<file path="src/hw/rtl/assert_macros.svh">
// ============================================================================
// assert_macros.svh: shared assertion macros for the glyph blitter RTL
// Every assertion is clocked on clk_i and is off while rst_ni is low.
// ============================================================================
`ifndef ASSERT_MACROS_SVH
`define ASSERT_MACROS_SVH

// The property must hold at every clock edge once out of reset.
`define ASSERT_CLK(lbl, prop, msg) \
  lbl: assert property (@(posedge clk_i) disable iff (!rst_ni) (prop)) \
    else $error(msg);

// The condition must never be true at a clock edge once out of reset.
`define ASSERT_NEVER(lbl, cond, msg) \
  `ASSERT_CLK(lbl, !(cond), msg)

`endif

</file>
<file path="src/hw/rtl/cgb_pkg.sv">
// ============================================================================
// cgb_pkg: glyph blitter shared types and constants
// Register indexes, reset values, and the control and status structs that
// pass between the controller and the datapath.
// ============================================================================
`timescale 1ns / 1ps

package cgb_pkg;

  // Configuration register indexes
  localparam logic [2:0] REG_FG_COLOR   = 3'd0;
  localparam logic [2:0] REG_BG_COLOR   = 3'd1;
  localparam logic [2:0] REG_SCALE      = 3'd2;
  localparam logic [2:0] REG_COL_OFFSET = 3'd3;
  localparam logic [2:0] REG_ROW_OFFSET = 3'd4;

  // Reset values
  localparam logic [15:0] FG_COLOR_RST   = 16'hFFFF;
  localparam logic [15:0] BG_COLOR_RST   = 16'h0000;
  localparam logic [1:0]  SCALE_RST      = 2'd1;
  localparam logic [6:0]  COL_OFFSET_RST = 7'd2;
  localparam logic [6:0]  ROW_OFFSET_RST = 7'd3;

  // Pixels packed into one output word
  localparam int unsigned GROUP_PIXELS = 4;

  typedef struct packed {
    logic [15:0] fg_color;
    logic [15:0] bg_color;
    logic [1:0]  scale;
    logic [6:0]  col_offset;
    logic [6:0]  row_offset;
  } cgb_cfg_t;

  // Controller to datapath
  typedef struct packed {
    logic load;     // capture an input word
    logic setup;    // clip the glyph, advance the cursor
    logic advance;  // step past the group just taken
  } cgb_cmd_t;

  // Datapath to controller
  typedef struct packed {
    logic visible;  // clipped window is not empty (valid in setup)
    logic last;     // current group holds the final pixel
  } cgb_sts_t;

endpackage

</file>
<file path="src/hw/rtl/cgb_ctrl.sv">
// ============================================================================
// cgb_ctrl: glyph blitter controller
// Sequences load, clip setup and group emission for one glyph at a time.
// ============================================================================
`timescale 1ns / 1ps
`include "assert_macros.svh"

module cgb_ctrl
  import cgb_pkg::*;
(
  input  logic     clk_i,
  input  logic     rst_ni,
  input  logic     in_valid_i,
  output logic     in_ready_o,
  output logic     out_valid_o,
  input  logic     out_ready_i,
  input  cgb_sts_t sts_i,
  output cgb_cmd_t cmd_o
);

  typedef enum logic [2:0] {
    ST_IDLE  = 3'b001,
    ST_SETUP = 3'b010,
    ST_EMIT  = 3'b100
  } state_e;

  state_e state_q, state_d;

  always_comb begin
    state_d     = state_q;
    cmd_o       = '0;
    in_ready_o  = 1'b0;
    out_valid_o = 1'b0;
    unique case (state_q)
      ST_IDLE: begin
        in_ready_o = 1'b1;
        if (in_valid_i) begin
          cmd_o.load = 1'b1;
          state_d    = ST_SETUP;
        end
      end
      ST_SETUP: begin
        cmd_o.setup = 1'b1;
        state_d     = sts_i.visible ? ST_EMIT : ST_IDLE;
      end
      ST_EMIT: begin
        out_valid_o = 1'b1;
        if (out_ready_i) begin
          cmd_o.advance = 1'b1;
          if (sts_i.last) begin
            state_d = ST_IDLE;
          end
        end
      end
      default: begin
        state_d = ST_IDLE;
      end
    endcase
  end

  always_ff @(posedge clk_i or negedge rst_ni) begin
    if (!rst_ni) begin
      state_q <= ST_IDLE;
    end else begin
      state_q <= state_d;
    end
  end

  `ASSERT_NEVER(a_ready_while_emit, in_ready_o && out_valid_o,
                "input taken while a glyph is still being emitted")
  `ASSERT_CLK(a_clipped_goes_idle,
              (state_q == ST_SETUP && !sts_i.visible) |=> (state_q == ST_IDLE),
              "fully clipped glyph did not return to idle")
  `ASSERT_CLK(a_last_ends_glyph,
              (out_valid_o && out_ready_i && sts_i.last) |=> in_ready_o,
              "last word taken but controller not idle")
  `ASSERT_CLK(a_load_then_setup, cmd_o.load |=> cmd_o.setup,
              "captured word not followed by setup")

endmodule

</file>
<file path="src/hw/rtl/cgb_dp.sv">
// ============================================================================
// cgb_dp: glyph blitter datapath
// Cursor, clip computation and the four-pixel group walker.
// ============================================================================
`timescale 1ns / 1ps

module cgb_dp
  import cgb_pkg::*;
#(
  parameter int unsigned SCREEN_WIDTH  = 128,
  parameter int unsigned SCREEN_HEIGHT = 128
) (
  input  logic        clk_i,
  input  logic        rst_ni,
  input  cgb_cmd_t    cmd_i,
  output cgb_sts_t    sts_o,
  input  cgb_cfg_t    cfg_i,
  input  logic        start_of_string_i,
  input  logic [15:0] start_x_i,
  input  logic [15:0] text_y_i,
  input  logic [63:0] glyph_rows_i,
  output logic [7:0]  window_x_start_o,
  output logic [7:0]  window_y_start_o,
  output logic [7:0]  window_x_end_o,
  output logic [7:0]  window_y_end_o,
  output logic [15:0] pixel_a_o,
  output logic [15:0] pixel_b_o,
  output logic [15:0] pixel_c_o,
  output logic [15:0] pixel_d_o,
  output logic [2:0]  valid_pixels_o,
  output logic        first_of_glyph_o,
  output logic        last_of_glyph_o
);

  localparam logic signed [17:0] XLim = 18'(SCREEN_WIDTH - 1);
  localparam logic signed [17:0] YLim = 18'(SCREEN_HEIGHT - 1);

  logic        scale2;
  logic [15:0] cursor_q;
  logic        first_q;
  logic [15:0] cx_q, ty_q;
  logic [63:0] glyph_q;
  logic [7:0]  wxs_q, wys_q, wxe_q, wye_q;
  logic [3:0]  cbase_q, rbase_q, wm1_q, hm1_q;
  logic [3:0]  r_q, c_q;

  // Clip setup
  logic signed [17:0] cx_s, ty_s, cxe_s, tye_s, size_m1;
  logic signed [17:0] x0_s, x1_s, y0_s, y1_s;
  logic               vis_x, vis_y;

  assign scale2  = cfg_i.scale[1];
  assign size_m1 = scale2 ? 18'sd15 : 18'sd7;

  always_comb begin
    cx_s  = {{2{cx_q[15]}}, cx_q};
    ty_s  = {{2{ty_q[15]}}, ty_q};
    cxe_s = cx_s + size_m1;
    tye_s = ty_s + size_m1;
    x0_s  = cx_s[17] ? '0 : cx_s;
    y0_s  = ty_s[17] ? '0 : ty_s;
    x1_s  = (cxe_s > XLim) ? XLim : cxe_s;
    y1_s  = (tye_s > YLim) ? YLim : tye_s;
    vis_x = (cx_s <= XLim) && !cxe_s[17];
    vis_y = (ty_s <= YLim) && !tye_s[17];
  end

  assign sts_o.visible = vis_x && vis_y;

  // Group walker: up to four row-major steps over the window
  logic [3:0]  rr, cc, gr, gc;
  logic [2:0]  ridx, cidx;
  logic        alive, any_last, lastk;
  logic [2:0]  cnt;
  logic [15:0] pix [GROUP_PIXELS];

  always_comb begin
    rr       = r_q;
    cc       = c_q;
    alive    = 1'b1;
    any_last = 1'b0;
    cnt      = '0;
    gr       = '0;
    gc       = '0;
    ridx     = '0;
    cidx     = '0;
    lastk    = 1'b0;
    for (int k = 0; k < GROUP_PIXELS; k++) begin
      gr     = rbase_q + rr;
      gc     = cbase_q + cc;
      ridx   = scale2 ? gr[3:1] : gr[2:0];
      cidx   = scale2 ? gc[3:1] : gc[2:0];
      pix[k] = '0;
      if (alive) begin
        pix[k] = glyph_q[{ridx, ~cidx}] ? cfg_i.fg_color : cfg_i.bg_color;
        cnt    = cnt + 3'd1;
      end
      lastk = (rr == hm1_q) && (cc == wm1_q);
      if (alive && lastk) begin
        any_last = 1'b1;
        alive    = 1'b0;
      end
      if (cc == wm1_q) begin
        cc = '0;
        rr = rr + 4'd1;
      end else begin
        cc = cc + 4'd1;
      end
    end
  end

  assign sts_o.last = any_last;

  assign window_x_start_o = wxs_q;
  assign window_y_start_o = wys_q;
  assign window_x_end_o   = wxe_q;
  assign window_y_end_o   = wye_q;
  assign pixel_a_o        = pix[0];
  assign pixel_b_o        = pix[1];
  assign pixel_c_o        = pix[2];
  assign pixel_d_o        = pix[3];
  assign valid_pixels_o   = cnt;
  assign first_of_glyph_o = first_q;
  assign last_of_glyph_o  = any_last;

  // Control state
  always_ff @(posedge clk_i or negedge rst_ni) begin
    if (!rst_ni) begin
      cursor_q <= '0;
      first_q  <= 1'b0;
    end else begin
      if (cmd_i.setup) begin
        cursor_q <= cx_q + (scale2 ? 16'd16 : 16'd8);
        first_q  <= 1'b1;
      end else if (cmd_i.advance) begin
        first_q  <= 1'b0;
      end
    end
  end

  // Payload registers
  always_ff @(posedge clk_i) begin
    if (cmd_i.load) begin
      cx_q    <= start_of_string_i ? start_x_i : cursor_q;
      ty_q    <= text_y_i;
      glyph_q <= glyph_rows_i;
    end
    if (cmd_i.setup) begin
      wxs_q   <= x0_s[7:0] + {1'b0, cfg_i.col_offset};
      wxe_q   <= x1_s[7:0] + {1'b0, cfg_i.col_offset};
      wys_q   <= y0_s[7:0] + {1'b0, cfg_i.row_offset};
      wye_q   <= y1_s[7:0] + {1'b0, cfg_i.row_offset};
      cbase_q <= cx_q[15] ? 4'(-cx_q) : 4'd0;
      rbase_q <= ty_q[15] ? 4'(-ty_q) : 4'd0;
      wm1_q   <= 4'(x1_s - x0_s);
      hm1_q   <= 4'(y1_s - y0_s);
      r_q     <= '0;
      c_q     <= '0;
    end else if (cmd_i.advance) begin
      r_q <= rr;
      c_q <= cc;
    end
  end

endmodule

</file>
<file path="src/hw/rtl/clipped_bitmap_glyph_blitter_core.sv">
// ============================================================================
// clipped_bitmap_glyph_blitter_core: clipped 8x8 font glyph blitter
// Draws one glyph per input word at the text cursor, clipped to the screen.
// ============================================================================
// One input word carries an 8x8 glyph (row k in bits 8k+7..8k, bit 7 is the
// leftmost pixel), a start-of-string flag with its start x, and the top row.
// The glyph is drawn at the cursor, magnified 1x or 2x, and clipped to a
// SCREEN_WIDTH x SCREEN_HEIGHT screen. Each output word carries the clipped
// window (panel offsets added, wrapping mod 256) and up to four RGB565 pixels
// in row-major order; pixels past valid_pixels read zero. A glyph clipped away
// entirely gives no output words, but the cursor still advances by 8 or 16.
// The word is taken, then the clip is set up, then the group walker steps up to
// four pixels a cycle through the window, giving one output word per cycle
// while out_ready_i is high. A new word is taken only once the previous glyph
// is fully delivered. Configuration writes are always accepted and should be
// issued while the block is idle.
`timescale 1ns / 1ps

module clipped_bitmap_glyph_blitter_core
  import cgb_pkg::*;
#(
  parameter int unsigned SCREEN_WIDTH  = 128,
  parameter int unsigned SCREEN_HEIGHT = 128
) (
  input  logic        clk_i,
  input  logic        rst_ni,
  // Configuration write channel
  input  logic        cfg_valid_i,
  output logic        cfg_ready_o,
  input  logic [2:0]  cfg_index_i,
  input  logic [15:0] cfg_data_i,
  // Glyph input channel
  input  logic        in_valid_i,
  output logic        in_ready_o,
  input  logic        start_of_string_i,
  input  logic [15:0] start_x_i,
  input  logic [15:0] text_y_i,
  input  logic [63:0] glyph_rows_i,
  // Pixel group output channel
  output logic        out_valid_o,
  input  logic        out_ready_i,
  output logic [7:0]  window_x_start_o,
  output logic [7:0]  window_y_start_o,
  output logic [7:0]  window_x_end_o,
  output logic [7:0]  window_y_end_o,
  output logic [15:0] pixel_a_o,
  output logic [15:0] pixel_b_o,
  output logic [15:0] pixel_c_o,
  output logic [15:0] pixel_d_o,
  output logic [2:0]  valid_pixels_o,
  output logic        first_of_glyph_o,
  output logic        last_of_glyph_o
);

  cgb_cfg_t cfg_q;
  cgb_cmd_t cmd;
  cgb_sts_t sts;
  logic     cfg_wr;

  // Register file: always ready, unknown indexes are dropped.
  assign cfg_ready_o = 1'b1;
  assign cfg_wr      = cfg_valid_i && cfg_ready_o;

  always_ff @(posedge clk_i or negedge rst_ni) begin
    if (!rst_ni) begin
      cfg_q.fg_color   <= FG_COLOR_RST;
      cfg_q.bg_color   <= BG_COLOR_RST;
      cfg_q.scale      <= SCALE_RST;
      cfg_q.col_offset <= COL_OFFSET_RST;
      cfg_q.row_offset <= ROW_OFFSET_RST;
    end else if (cfg_wr) begin
      unique case (cfg_index_i)
        REG_FG_COLOR:   cfg_q.fg_color   <= cfg_data_i;
        REG_BG_COLOR:   cfg_q.bg_color   <= cfg_data_i;
        REG_SCALE:      cfg_q.scale      <= cfg_data_i[1:0];
        REG_COL_OFFSET: cfg_q.col_offset <= cfg_data_i[6:0];
        REG_ROW_OFFSET: cfg_q.row_offset <= cfg_data_i[6:0];
        default: ;
      endcase
    end
  end

  // Sequencer: idle -> setup -> emit groups -> idle, or setup -> idle when fully clipped
  cgb_ctrl u_ctrl (
    .clk_i       (clk_i),
    .rst_ni      (rst_ni),
    .in_valid_i  (in_valid_i),
    .in_ready_o  (in_ready_o),
    .out_valid_o (out_valid_o),
    .out_ready_i (out_ready_i),
    .sts_i       (sts),
    .cmd_o       (cmd)
  );

  // Cursor, clipping and pixel group walker
  cgb_dp #(
    .SCREEN_WIDTH  (SCREEN_WIDTH),
    .SCREEN_HEIGHT (SCREEN_HEIGHT)
  ) u_dp (
    .clk_i             (clk_i),
    .rst_ni            (rst_ni),
    .cmd_i             (cmd),
    .sts_o             (sts),
    .cfg_i             (cfg_q),
    .start_of_string_i (start_of_string_i),
    .start_x_i         (start_x_i),
    .text_y_i          (text_y_i),
    .glyph_rows_i      (glyph_rows_i),
    .window_x_start_o  (window_x_start_o),
    .window_y_start_o  (window_y_start_o),
    .window_x_end_o    (window_x_end_o),
    .window_y_end_o    (window_y_end_o),
    .pixel_a_o         (pixel_a_o),
    .pixel_b_o         (pixel_b_o),
    .pixel_c_o         (pixel_c_o),
    .pixel_d_o         (pixel_d_o),
    .valid_pixels_o    (valid_pixels_o),
    .first_of_glyph_o  (first_of_glyph_o),
    .last_of_glyph_o   (last_of_glyph_o)
  );

endmodule
</file>
<file path="config.mk">
export PLATFORM = sky130hd
export DESIGN_NAME = clipped_bitmap_glyph_blitter_core
export DESIGN_NICKNAME = d
export VERILOG_FILES = /design/src/hw/rtl/cgb_pkg.sv /design/src/hw/rtl/cgb_ctrl.sv /design/src/hw/rtl/cgb_dp.sv /design/src/hw/rtl/clipped_bitmap_glyph_blitter_core.sv
export VERILOG_INCLUDE_DIRS = /design/src /design/src/hw/rtl
export SDC_FILE = /design/constraint.sdc
export NUM_CORES = 1
export LEC_CHECK = 0
export ABC_AREA = 1
export BUFFER_PORTS_ARGS = -buffer_cell sky130_fd_sc_hd__buf_2
export CORE_ASPECT_RATIO = 1.4
export CORE_MARGIN = 1
export CORE_UTILIZATION = 45
export CTS_BUF_LIST = sky130_fd_sc_hd__clkbuf_8
export DETAILED_ROUTE_END_ITERATION = 8
export GPL_TIMING_DRIVEN = 0
export PLACE_DENSITY = 0.65
export SYNTH_ARGS = -nofsm -noshare
export SYNTH_HDL_FRONTEND = slang
export SYNTH_SLANG_ARGS = --single-unit
</file>
<file path="constraint.sdc">
create_clock -name clk_i -period 15.3 [get_ports clk_i]
set_input_delay 2.295 -clock clk_i [delete_from_list [all_inputs] [get_ports clk_i]]
set_output_delay 2.295 -clock clk_i [all_outputs]
set_load 0.01 [all_outputs]
</file>
# After elaboration in Yosys (flattened, before gate mapping)

Cells that the tools add are included.

Reductions and logical operators: 20
Bitwise logic cells: 4
Equality and inequality tests: 18
Muxes and demuxes: 62
$add $sub $neg: 29
Magnitude comparators: 8

Operators by type and width:

| operator                                                       | number |
|---|---|
| 2-to-1 mux 16 bit                                              | 8 |
| 2-to-1 mux 3 bit                                               | 14 |
| greater-than comparator 18 x 8 -> 1 bit, second input constant | 2 |
| 2-to-1 mux 4 bit                                               | 9 |
| adder 16 x 5 -> 17 bit                                         | 2 |
| adder 4 x 1 -> 4 bit, second input constant                    | 8 |
| adder 4 bit                                                    | 8 |
| adder 8 x 7 -> 8 bit                                           | 4 |
| == test 4 bit                                                  | 8 |
| <= comparator 16 x 8 -> 1 bit, second input constant           | 2 |
| 2-to-1 mux 8 bit                                               | 4 |
| < comparator 6 x 7 -> 1 bit, second input constant             | 4 |
| binary-select mux 1 bit (select 6 bit)                         | 4 |
| 2-to-1 mux 1 bit                                               | 20 |
| adder 16 x 5 -> 16 bit                                         | 1 |
| NOT 3 bit                                                      | 4 |
| logical AND 1 bit                                              | 10 |
| AND reduction 2 bit                                            | 5 |
| == test 3 x 2 -> 1 bit, second input constant                  | 3 |
| case mux 3 bit (3 select lines)                                | 1 |
| negator 4 bit                                                  | 2 |
| subtractor 4 bit                                               | 2 |
| == test 3 x 1 -> 1 bit, second input constant                  | 2 |
| == test 3 bit, second input constant                           | 2 |
| 9 further kinds                                                | 12 |

Register bits: 220
Word-level logic and storage cells: 162
Input bits: 121
Output and inout port bits: 104

# Logic depth before layout (Yosys ltp)

Word-level depth: 13
Gate-level depth with buffers: 39
Depth with buffers taken out: 37

# Cells and area by module

A second synthesis with hierarchy kept.

Cell total of the unflattened synthesis: 2,109
Area, all modules: 16,079.2 µm²

Modules (own cells, without submodules):

| module                            | seq. area each (µm²) | times used | cells each | area each (µm²) |
|---|---|---|---|---|
| cgb_dp                            | 4,909.7              | 1          | 1,863      | 13,897.1 |
| clipped_bitmap_glyph_blitter_core | 1,226.2              | 1          | 222        | 2,014.4 |
| cgb_ctrl                          | 76.3                 | 1          | 24         | 167.7 |

# Worst setup path after synthesis

No wires, ideal clock.

Path type: register -> output
Start: register u_dp.wm1_q[3]
End: output port pixel_d_o[7]
Path buffers: 3
Data required time: 13.005 ns
Data arrival time: 5.061 ns
Path slack: 7.944 ns
Cell stages (with the launch flop): 30
Cells stage by stage: edfxtp_1 > inv_2 > nand2_1 > nand2_1 > nor2_4 > nand2_4 > buf_6 > inv_1 > o21ai_0 > ha_1 > nand2_1 > nand2_1 > ha_1 > inv_1 > o21ai_0 > inv_1 > fa_1 > o21ai_1 > clkbuf_1 > o21ai_0 > o21ai_0 > nand3_1 > nand3_1 > nand3_1 > nand3_2 > nand2_2 > buf_6 > nand2_1 > nand2_1 > nor2_1

Cells in the longest elaborated chain, start to end: 13

Ends and longest elaborated chain:

| item                                                  | line                                       | RTL |
|---|---|---|
| start, declared                                       | cgb_dp.sv:44                               | `logic [3:0] cbase_q, rbase_q, wm1_q, hm1_q;` |
| start signal, assigned                                | cgb_dp.sv:155                              | `wm1_q <= 4'(x1_s - x0_s);` |
| == test 4 bit                                         | cgb_dp.sv:98, cgb_dp.sv:103                |  |
| 2-to-1 mux 4 bit                                      | cgb_dp.sv:103                              | `if (cc == wm1_q) begin` |
| adder 4 x 1 -> 4 bit or == test 4 bit (tied branches) | cgb_dp.sv:107, cgb_dp.sv:98, cgb_dp.sv:103 |  |
| 2-to-1 mux 4 bit                                      | cgb_dp.sv:103                              |  |
| adder 4 x 1 -> 4 bit or == test 4 bit (tied branches) | cgb_dp.sv:107, cgb_dp.sv:98, cgb_dp.sv:103 |  |
| 2-to-1 mux 4 bit                                      | cgb_dp.sv:103                              |  |
| adder 4 bit                                           | cgb_dp.sv:90                               | `gc = cbase_q + cc;` |
| 2-to-1 mux 3 bit                                      | cgb_dp.sv:92                               | `cidx = scale2 ? gc[3:1] : gc[2:0];` |
| NOT 3 bit                                             | cgb_dp.sv:95                               | `pix[k] = glyph_q[{ridx, ~cidx}] ? cfg_i.fg_color : cfg_i.bg_color;` |
| binary-select mux 1 bit (select 6 bit)                | cgb_dp.sv:95                               |  |
| 2-to-1 mux 1 bit (not written as such)                | cgb_dp.sv:95                               |  |
| 2-to-1 mux 16 bit                                     | cgb_dp.sv:95                               |  |
| 2-to-1 mux 16 bit (*)                                 | cgb_dp.sv:94                               | `if (alive) begin` |
| end, declared                                         | clipped_bitmap_glyph_blitter_core.sv:49    | `output logic [15:0] pixel_d_o,` |

Every way passes the cells marked *; elsewhere a longest branch is shown, timed or not. The select of a mux whose other input is x is not followed.

# Worst setup path after layout

Start: register u_dp.wm1_q[3]
End: output port pixel_d_o[15]

Same word-level chain as after synthesis.

==> results.toml <==
[timing]
drv_slew = 6
fin_crit_ns = 9.96
setup_tns_ns = 0
slew_headroom_pct = -6.99
finalCritPeriodShare_pct = 65.1
clock-skew-final_ns = 0.0339
timing.fmax_mhz = 100
setup-violations-final = 0
rsz0062_at_grt = "false"
hold_viol = 0
worst_slew_pin_slew_ns = 1.59
fin_ws_ns = 5.34

[cts]
cts_resized = 0
hold_buffers = 0
clockRootBuffer = "clkbuf_8"
cts.path.max_buffers = 3
clk_latency_ns = 0.58
clock-sinks = 219
postCtsSetupBuffers = 0
cts_tree = "yes"
cts_max_level = 2
numCtsBuffers = 36
clk_pin_slew_worst_paths_ns = 0.07

[critical_path]
cp-start-kind = "register"
arrival_ns = 7.66
crit_path_max_fanout = 10
cp.required_ns = 13.01
slowest_delay_ns = 0.65
crit_top_cell = "nand2_1"
cp_slowest_cell = "o21ai_0"
end_kind = "primary output"
path_class = "reg2out"

[routing]
dr.pass1.iters = 5
postRouteAntennaNets = 0
drtIter0Drc = 986
route.detailed.drc = 0
vias = 14900
wl_per_cell_um = 19.2
finalWirelength_um = 53200
routed_via_density = 5.35

[synthesis]
yosysUniqueCellTypes = 52
synth_area_sq_um = 15700
postSynthCellCount = 2038
synth_ff_type = "edfxtp_1"
synth.most_common_cell = "nand2_1"
netlist.area_leader.share_pct = 27.5
yosysTopAreaCell = "edfxtp_1"
synthTopCellsByCount = "457 x nand2_1, 270 x inv_1, 266 x o21ai_0"
synth-seq-cells = 219
syn_area_per_cell_sq_um = 7.70
async_flop_share_pct = 30.6
ys_seq_area_share_pct = 39.4
yosys-top-cells-area = "edfxtp_1 28%, nand2_1 11%, o21ai_0 8.5%, dfrtp_1 7.5%, inv_1 6.5%"
syn-num-nets = 2240
ys_warn_count = 0
synth_edf_count = 144

[global_route]
grt.overflow.total = 0
first_global_vias = 15200
antenna_found_initial = 1
grt_util_all_layers_pct = 29.9
grt_pass1_wl_um = 81500
grt_start_max_net_pins = 68

[floorplanning]
fp.dieW_um = 160
die_h_um = 223
die_area_sq_um = 35700
rows = 80
io_pins = 225
coreArea_sq_um = 34200
start_util_pct = 45.9

[power]
peakVddDrop_v = 0.000115
finalPower_uw = 3550
p_per_area_nw_per_um2 = 196
p_leak_uw = 0.00874

[min_path]
hold_class = "reg2reg"

[finish]
diodes = 0
drive_above_1_share_pct = 16.4
fin_util_pct = 53.1
syn_to_final_growth_pct = 15.7
instances_no_fill = 2777
finish.net_count = 2504

[placement]
io_buffers = 222
dp_cells = 2715
dpl.hpwl_um = 42500
place_ws_ns = 5.95
gp_routability_congestion = 0.947

[job]
maxCapViolCount = 1

[run_status]
status = "finished with violations"
violations = "max-capacitance violations, max-slew violations"
[registers in the layout, summed over array words and instances, names as in the netlist]
register	cells
u_dp.glyph_q	64
cfg_q	47
u_dp.cursor_q	16
u_dp.cx_q	16
u_dp.ty_q	16
u_dp.window_x_end_o	8
u_dp.window_x_start_o	8
u_dp.window_y_end_o	8
u_dp.window_y_start_o	8
u_dp.c_q	4
u_dp.cbase_q	4
u_dp.hm1_q	4
u_dp.r_q	4
u_dp.rbase_q	4
u_dp.wm1_q	4
u_ctrl.state_q	3
u_dp.first_of_glyph_o	1
[final timing paths]
kind / start / end / slack [ns] / cells after the start
setup / recovery: u_dp.wm1_q[3] / pixel_d_o[15] / 5.34 / 30
hold / removal: u_dp.first_of_glyph_o / u_dp.first_of_glyph_o / 0.47 / 2
setup reg to reg: cfg_q[15] / u_dp.window_x_end_o[7] / 9.28 / 27
hold reg to reg: u_dp.first_of_glyph_o / u_dp.first_of_glyph_o / 0.47 / 2
max in group asynchronous: rst_ni / u_dp.cursor_q[8] / 12.83 / 1
min in group asynchronous: rst_ni / cfg_q[4] / 1.83 / 1
[metal layers]
layer / global-route usage [%] / up-vias / share of wire [%]
li1: - / 7244 / -
met1: 30.2 / 6897 / 36
met2: 57.0 / 539 / 53
met3: 3.36 / 183 / 4.4
met4: 20.2 / 2 / 7.1
met5: 0 / - / 0.019
[cell type report]
| type | count | area [sq um] |
|---|---|---|
| Clock buffer | 43 | 592 |
| Inverter | 279 | 1050 |
| Multi-Input combinational cell | 1463 | 8120 |
| Fill cell | 3373 | 16100 |
| Sequential cell | 219 | 6190 |
| Clock inverter | 19 | 109 |
| Timing Repair Buffer | 226 | 1190 |
| Buffer | 77 | 363 |
| Tap cell | 451 | 564 |
[stage by stage]
| stage | area (sq um) | hold WS (ns) |
|---|---|---|
| floorplan | 15700 | 0.448 |
| global placement | 17400 | 0.453 |
| detailed placement | 17500 | 0.458 |
| CTS | 18200 | 0.475 |
| global route | 18200 | 0.516 |
| finish | 18200 | 0.473 |
[worst max-delay path: cells and delay by family, from the launching register on]
kind,cells,cell delay (ns)
AND/OR/NAND/NOR,14,1.46
flip-flops,1,0.50
adder cells (fa/ha/maj),3,1.22
buffers and inverters,8,1.48
AO/OA/AOI/OAI,5,2.44
[layout by cell type, fill, tap and decap left out, types with 5 or more instances in the layout]
cell type and count:
nand2_1 457, clkbuf_8 43, fa_1 13, o21ai_0 266, buf_2 240, edfxtp_1 144, nand3_2 6, o21ai_1 5
inv_1 280, mux2_2 15, a21oi_1 102, dfrtp_1 47, nand2_2 9, a211oi_1 20, clkinv_1 7, ha_1 68
dfstp_2 20, dfxtp_1 8, nand3_1 121, buf_6 6, nor3_1 18, o211ai_1 19, nand4_1 12, xnor2_1 28
mux2i_1 8, clkbuf_1 46, or2_2 8, nor2_1 169, xor2_1 76
[report_power, final]
group	internal, uW	switching, uW	total (uW)
sequential	810	112	922
combinational	708	1410	2120
clock	258	252	510
total	1780	1780	3550
[cell families (layout without fill, tap and decap cells)]
kind of cell / Yosys count / in the layout / share of synthesized area, %
adders and majority gates: 81 / 81 / 7.08
muxes: 23 / 23 / 1.59
other: 1 / 1 / 0.0239
and+or+nand+nor: 817 / 817 / 22.0
AOI/OAI and AO/OA: 433 / 433 / 14.7
buffers and inverters: 356 / 644 / 8.97
DFF: 219 / 219 / 39.4
xor gates and xnor gates: 108 / 108 / 6.22
No activity file was read; power rests on OpenSTA's default activity.
